File: src/sv/geeh_pkg.sv
package geeh_pkg;

   localparam int NodeBits = 15;
   localparam int NodeW = NodeBits + 1;
   localparam int EdgeW = 15;
   localparam int NonceW = EdgeW + 1;
   localparam int OutW = 16;
   localparam int Rounds = 6;
   localparam int InjectAfter = 1;
   localparam int CsrIndexW = 8;

   localparam logic [CsrIndexW-1:0] CsrKey0 = 8'd0;
   localparam logic [CsrIndexW-1:0] CsrKey1 = 8'd1;
   localparam logic [CsrIndexW-1:0] CsrKey2 = 8'd2;
   localparam logic [CsrIndexW-1:0] CsrKey3 = 8'd3;

   localparam logic [63:0] FinalConst = 64'h0000_0000_0000_00ff;

   typedef struct packed {
      logic [63:0] a;
      logic [63:0] b;
      logic [63:0] c;
      logic [63:0] d;
   } sip_state_type;

   typedef logic [Rounds-1:0] stage_en_type;

   function automatic sip_state_type mix_round(input sip_state_type s);
      sip_state_type r;
      r = s;
      r.a = r.a + r.b;
      r.c = r.c + r.d;
      r.b = (r.b << 13) | (r.b >> 51);
      r.d = (r.d << 16) | (r.d >> 48);
      r.b = r.b ^ r.a;
      r.d = r.d ^ r.c;
      r.a = (r.a << 32) | (r.a >> 32);
      r.c = r.c + r.b;
      r.a = r.a + r.d;
      r.b = (r.b << 17) | (r.b >> 47);
      r.d = (r.d << 21) | (r.d >> 43);
      r.b = r.b ^ r.c;
      r.d = r.d ^ r.a;
      r.c = (r.c << 32) | (r.c >> 32);
      return r;
   endfunction

   function automatic logic [OutW-1:0] node_id(input sip_state_type s, input logic side);
      logic [63:0] h;
      logic [NodeW-1:0] full;
      h = s.a ^ s.b ^ s.c ^ s.d;
      full = {h[NodeBits-1:0], side};
      return OutW'(full);
   endfunction

endpackage

File: src/sv/geeh_merge.sv
module geeh_merge (
   input  logic                          clock,
   input  logic                          load,
   input  geeh_pkg::sip_state_type       u_state,
   input  geeh_pkg::sip_state_type       v_state,
   output logic [2*geeh_pkg::OutW-1:0]   node_pair
);

   logic [2*geeh_pkg::OutW-1:0] pair_ff;
   logic [2*geeh_pkg::OutW-1:0] pair_in;

   always_comb begin
      pair_in = {geeh_pkg::node_id(v_state, 1'b1), geeh_pkg::node_id(u_state, 1'b0)};
   end

   always_ff @(posedge clock) begin
      if (load) begin
         pair_ff <= pair_in;
      end
   end

   assign node_pair = pair_ff;

endmodule

File: config.mk
export PLATFORM = sky130hd
export DESIGN_NAME = geeh_merge
export DESIGN_NICKNAME = d
export VERILOG_FILES = /design/src/sv/geeh_pkg.sv /design/src/sv/geeh_merge.sv
export SDC_FILE = /design/constraint.sdc
export NUM_CORES = 1
export LEC_CHECK = 0
export ABC_AREA = 1
export CAP_MARGIN = 20
export CORE_AREA = 2 2 210 212
export DETAILED_ROUTE_END_ITERATION = 10
export DIE_AREA = 0 0 212 214
export DONT_BUFFER_PORTS = 1
export HOLD_SLACK_MARGIN = 0.05
export MAX_ROUTING_LAYER = met4
export PLACE_DENSITY = 0.3
export SYNTH_ARGS = -nofsm -noshare
export SYNTH_HDL_FRONTEND = slang
export SYNTH_SLANG_ARGS = --single-unit
export TNS_END_PERCENT = 50
File: constraint.sdc
create_clock -name clock -period 1 [get_ports clock]
set_input_delay 0.05 -clock clock [delete_from_list [all_inputs] [get_ports clock]]
set_output_delay 0.05 -clock clock [all_outputs]
set_load 0.01 [all_outputs]
==> results.cfg, run 1 <==
[critical_path]
critPathRequiredTime_ns = 1.07
path_class = in2reg
cp_data_arrival_time_ns = 0.99
start_kind = primary input
critPathMaxFanout = 3
end_kind = register

[clock_network]
ctsHoldBuffers = 94
path_clk_slew_ns = 0.06
cts_tree = built
htreeDepth = 2
root_buffer = clkbuf_16
clockBufferDepth = 2
cts_buffers = 5
cts_sinks = 30

[grt]
grt_max_degree = 31
antenna_found_initial = 2
grt_overflow = 0
grt_util_all_layers = 0.0467
grt_pass1_wl_microns = 14300
grt_pass1_vias = 2648

[drt]
met2WireLength_microns = 4260
wirelength_microns = 9810
first_pass_iters = 4
drc = 0
wl_met3_microns = 1080
first_iter_violations = 80
vias_per_cell = 2.37
vias = 2790
antenna_left = 0
met1_length_microns = 4280
wl_per_cell_microns = 8.35
dr.max_layer_used = met4

[min_path]
hp-class = in2reg
hold_depth = 0
min-delay-start = load
min_to = node_pair[12]

[timing]
finalHoldViolCount = 30
fmax_ghz = 1.09
setup-tns-final_ns = 0
fin_ws_ns = 0.0840
slew_violations = 0
fin_crit_sh = 0.916
min_period_ns = 0.916
setup_violations = 0
holdWs_ns = -0.152
rsz0062_at_grt = false

[synthesis]
syn_avg_cell_area_sq_um = 5.85
seq_area_frac_synth = 0.317
yosysTopAreaCell = nand2_1
syn-num-nets = 1000
netlist_area_sq_um = 2850
ys_ff_latch = 30
yosysTopAreaCellShare = 0.318
netlist_top_cells_area = nand2_1, edfxtp_1, inv_1, xnor2_1, nor2_2
postSynthCellCount = 486
ys_warn_count = 0
yosysUniqueCellTypes = 8

[pwr]
vdd_drop_max_mv = 0.485
p_leak_nw = 2.32
p_per_area_nw_per_um2 = 971

[final_layout]
drive_above_1_share = 0.0664
final_cell_mix = nand2_1, inv_1, dlygate4sd3_1
fillerInstances = 4986
nets = 1101
area_delta_synth_final_pct = 63.8
final_common_cell = nand2_1
largest_register_ffs = 30
final_cells = 1175

[floorplan]
die_width_microns = 212
die_h_microns = 214
rows = 76
core-area_sq_um = 42900
start_util = 0.0663
die-area_sq_um = 45400
pin_count = 546

[place]
io_buffers = 0
post-place-ws_ns = 0.302
placedCellCount = 1071
place_congestion = 0.675
hpwlAfterDp_microns = 7540

[run_status]
status = finished with violations
violations = negative hold slack

[flow_run]
maxCapViolations = 0
## through the flow
| step | instance area, sq um | utilization | hold slack [ns] | power, W |
|---|---|---|---|---|
| 3_5_place_dp | 3580 | 0.0834 | 0.167 | 0.00249 |
| 2_1_floorplan | 2850 | - | 0.162 | 0.00229 |
| 5_1_grt | 4660 | 0.109 | -0.180 | 0.00492 |
| 3_3_place_gp | 3580 | 0.0834 | 0.167 | 0.00249 |
| 6_report | 4660 | 0.109 | -0.152 | 0.00453 |
| 4_1_cts | 4650 | 0.109 | -0.186 | 0.00478 |
## Yosys cell counts
master and instances:
nor2_2 30, nor2_1 30, xnor2_1 30, edfxtp_1 30, buf_4 2, conb_1 2
inv_1 121, nand2_1 241
## per-layer routing
metal	track usage	vias to the layer above
met4	0.0204	0
met2	0.0709	102
met5	-	-
met1	0.0492	1105
li1	-	1575
met3	0.0264	8
## worst max-delay path by stage
stage	startpoint	end	slack (ns)	depth (start not counted)
floorplan	u_state[13]	node_pair[14]	0.46	4
global placement	u_state[71]	node_pair[8]	0.30	3
detailed placement	u_state[71]	node_pair[8]	0.30	3
CTS	node_pair[17]	node_pair[17]	0.08	0
global route	v_state[77]	node_pair[30]	0.04	6
finish	v_state[77]	node_pair[30]	0.08	6
## worst max-delay path: stages
cell and delay (ns):
dlygate4sd3_1 0.66, inv_1 0.06, nand2_1 0.06, nand2_1 0.05, nand2_1 0.06, nand2_1 0.05
## cell type report
class                      instances  area [sq um]  share of cell area
clock inverter                     2          10.0             0.00215
antenna                            3          7.51             0.00161
sequential                        30           901               0.193
timing repair buffer              96           956               0.205
inverter                         121           454              0.0974
tap                              585           732               0.157
multi-input combinational        333          1480               0.317
clock buffer                       5           125              0.0268
## cells by family (layout without fill, tap and decap cells)
family                    count (synthesis)  after routing  synth area share
DFF                                      30             30             0.317
and+or+nand+nor                         301            301             0.423
other                                     2              5           0.00264
xor gates and xnor gates                 30             30            0.0923
buffers and inverters                   123            224             0.165
## timing repair
action / CTS / global route
setup buffers: 0 / 0
resized for setup: 0 / 0
endpoints found under the hold margin: 55 / 30
## power by group
part / switching (W) / internal [W] / leakage [nW] / total [W]
logic: 0.000531 / 0.000557 / 1.95 / 0.00109
clock network: 0.000794 / 0.000906 / 0.0695 / 0.00170
registers: 0.000157 / 0.00158 / 0.292 / 0.00174
(Power assumes the default switching activity.)
==> run 2, diff against run 1 <==
==> constraint.sdc (replaced) <==
create_clock -name clock -period 1.05 [get_ports clock]
set_input_delay 0.0525 -clock clock [delete_from_list [all_inputs] [get_ports clock]]
set_output_delay 0.0525 -clock clock [all_outputs]
set_load 0.01 [all_outputs]
==> run 2 against run 1 <==
Against the previous run: the flow still finishes with violations (negative hold slack); hold slack gained 0.0016 ns; via count grew 0.47%; die area did not move; combinational power shrank 6%; final cell count about the same; clock power fell by 4%; first-iteration DRC count down 16%; power shrank 4.5%; flip-flop and latch count is the same; non-clock buffer count shrank 1; largest cell class unchanged.
==> results.cfg, run 2 (synthesis gave the netlist of run 1 again) <==
[run_status]
status = finished with violations
violations = negative hold slack

[clock_network]
cts_sinks = 30
path_clk_slew_ns = 0.07
cts_buffers = 5
clockBufferDepth = 2
htreeDepth = 2
post_cts_buffers = 0
ctsHoldBuffers = 94
root_buffer = clkbuf_16
cts-resized-gates = 0
cts_tree = built

[pwr]
p_int_w = 0.00290
p_sw_frac = 0.330
p_comb_frac = 0.238
p_seq_frac = 0.384
p_per_area_nw_per_um2 = 929
clock_power_share = 0.378
switching_power_w = 0.00143
finalPower_w = 0.00432
vdd_drop_max_mv = 0.444
p_leak_nw = 2.31

[grt]
grt_pass1_wl_microns = 14100
antenna_found_initial = 3
grt_pass1_vias = 2627
grt_max_degree = 31
grt_util_all_layers = 0.0455
grt_overflow = 0

[place]
place_congestion = 0.670
hpwlAfterDp_microns = 7530
io_buffers = 0

[floorplan]
pin_count = 546
core-area_sq_um = 42900
start_util = 0.0663
die_width_microns = 212
die-area_sq_um = 45400
die_h_microns = 214
rows = 76

[timing]
fmax_ghz = 1.10
setup-tns-final_ns = 0
holdWs_ns = -0.150
setup_violations = 0
fin_crit_sh = 0.868
rsz0062_at_grt = false
finalHoldViolCount = 30
min_period_ns = 0.911
slew_violations = 0

[critical_path]
critPathRequiredTime_ns = 1.13
cp_data_arrival_time_ns = 0.99
start_kind = primary input
end_kind = register
critPathMaxFanout = 3
path_class = in2reg

[drt]
wl_per_cell_microns = 8.21
antenna_left = 0
wirelength_microns = 9640
first_pass_iters = 4
vias = 2803
first_iter_violations = 67
drc = 0
vias_per_cell = 2.39

[final_layout]
final_core_util = 0.109
area_delta_synth_final_pct = 63.5
final_cell_mix = nand2_1, inv_1, dlygate4sd3_1
largest_register_ffs = 30
drive_above_1_share = 0.0648
nets = 1100
final_common_cell = nand2_1

[flow_run]
maxCapViolations = 0

[min_path]
hp-class = in2reg
run 2: per-layer routing:
layer  routed length, microns  vias up  global-route usage  share of wire
met4                      191        0              0.0204          0.020
li1                         -     1573                   -              -
met3                     1040        8              0.0255           0.11
met2                     4170      102              0.0693           0.43
met5                        0        -                   -              0
met1                     4240     1120              0.0479           0.44
run 2: layout make-up:
cell class                 count  area, sq um
tap                          585          732
clock buffer                   5          125
sequential                    30          901
fill                        4960        38200
inverter                     121          454
multi-input combinational    333         1480
antenna                        3         7.51
timing repair buffer          95          948
clock inverter                 2         10.0
run 2: per-stage QoR:
step           area [sq um]  std cells  hold slack (ns)  setup slack [ns]
6_report               4650       1174           -0.150             0.139
5_1_grt                4650       1174           -0.178            0.0730
4_1_cts                4650       1171           -0.183             0.131
3_5_place_dp           3570       1070            0.170             0.339
3_3_place_gp           3570       1070            0.170             0.335
2_1_floorplan          2850        486            0.165             0.508
run 2: power by group through the flow:
stage                     clock, W  combinational (W)  sequential [W]
final                      0.00163            0.00103         0.00166
after global routing       0.00180            0.00120         0.00168
after CTS                  0.00181            0.00105         0.00167
after detailed placement         0           0.000673         0.00169
after global placement           0           0.000667         0.00170
after floorplan                  0           0.000546         0.00164
run 2: path summary, 6_finish.rpt:
path	start	to	slack, ns	cells past startpoint
setup / recovery	v_state[66]	node_pair[19]	0.14	6
hold / removal	load	node_pair[12]	-0.15	0
run 2: critical path, cell delays in order:
cell and delay [ns]:
dlygate4sd3_1 0.65, inv_1 0.07, nand2_1 0.06, nand2_1 0.05, nand2_1 0.06, nand2_1 0.05
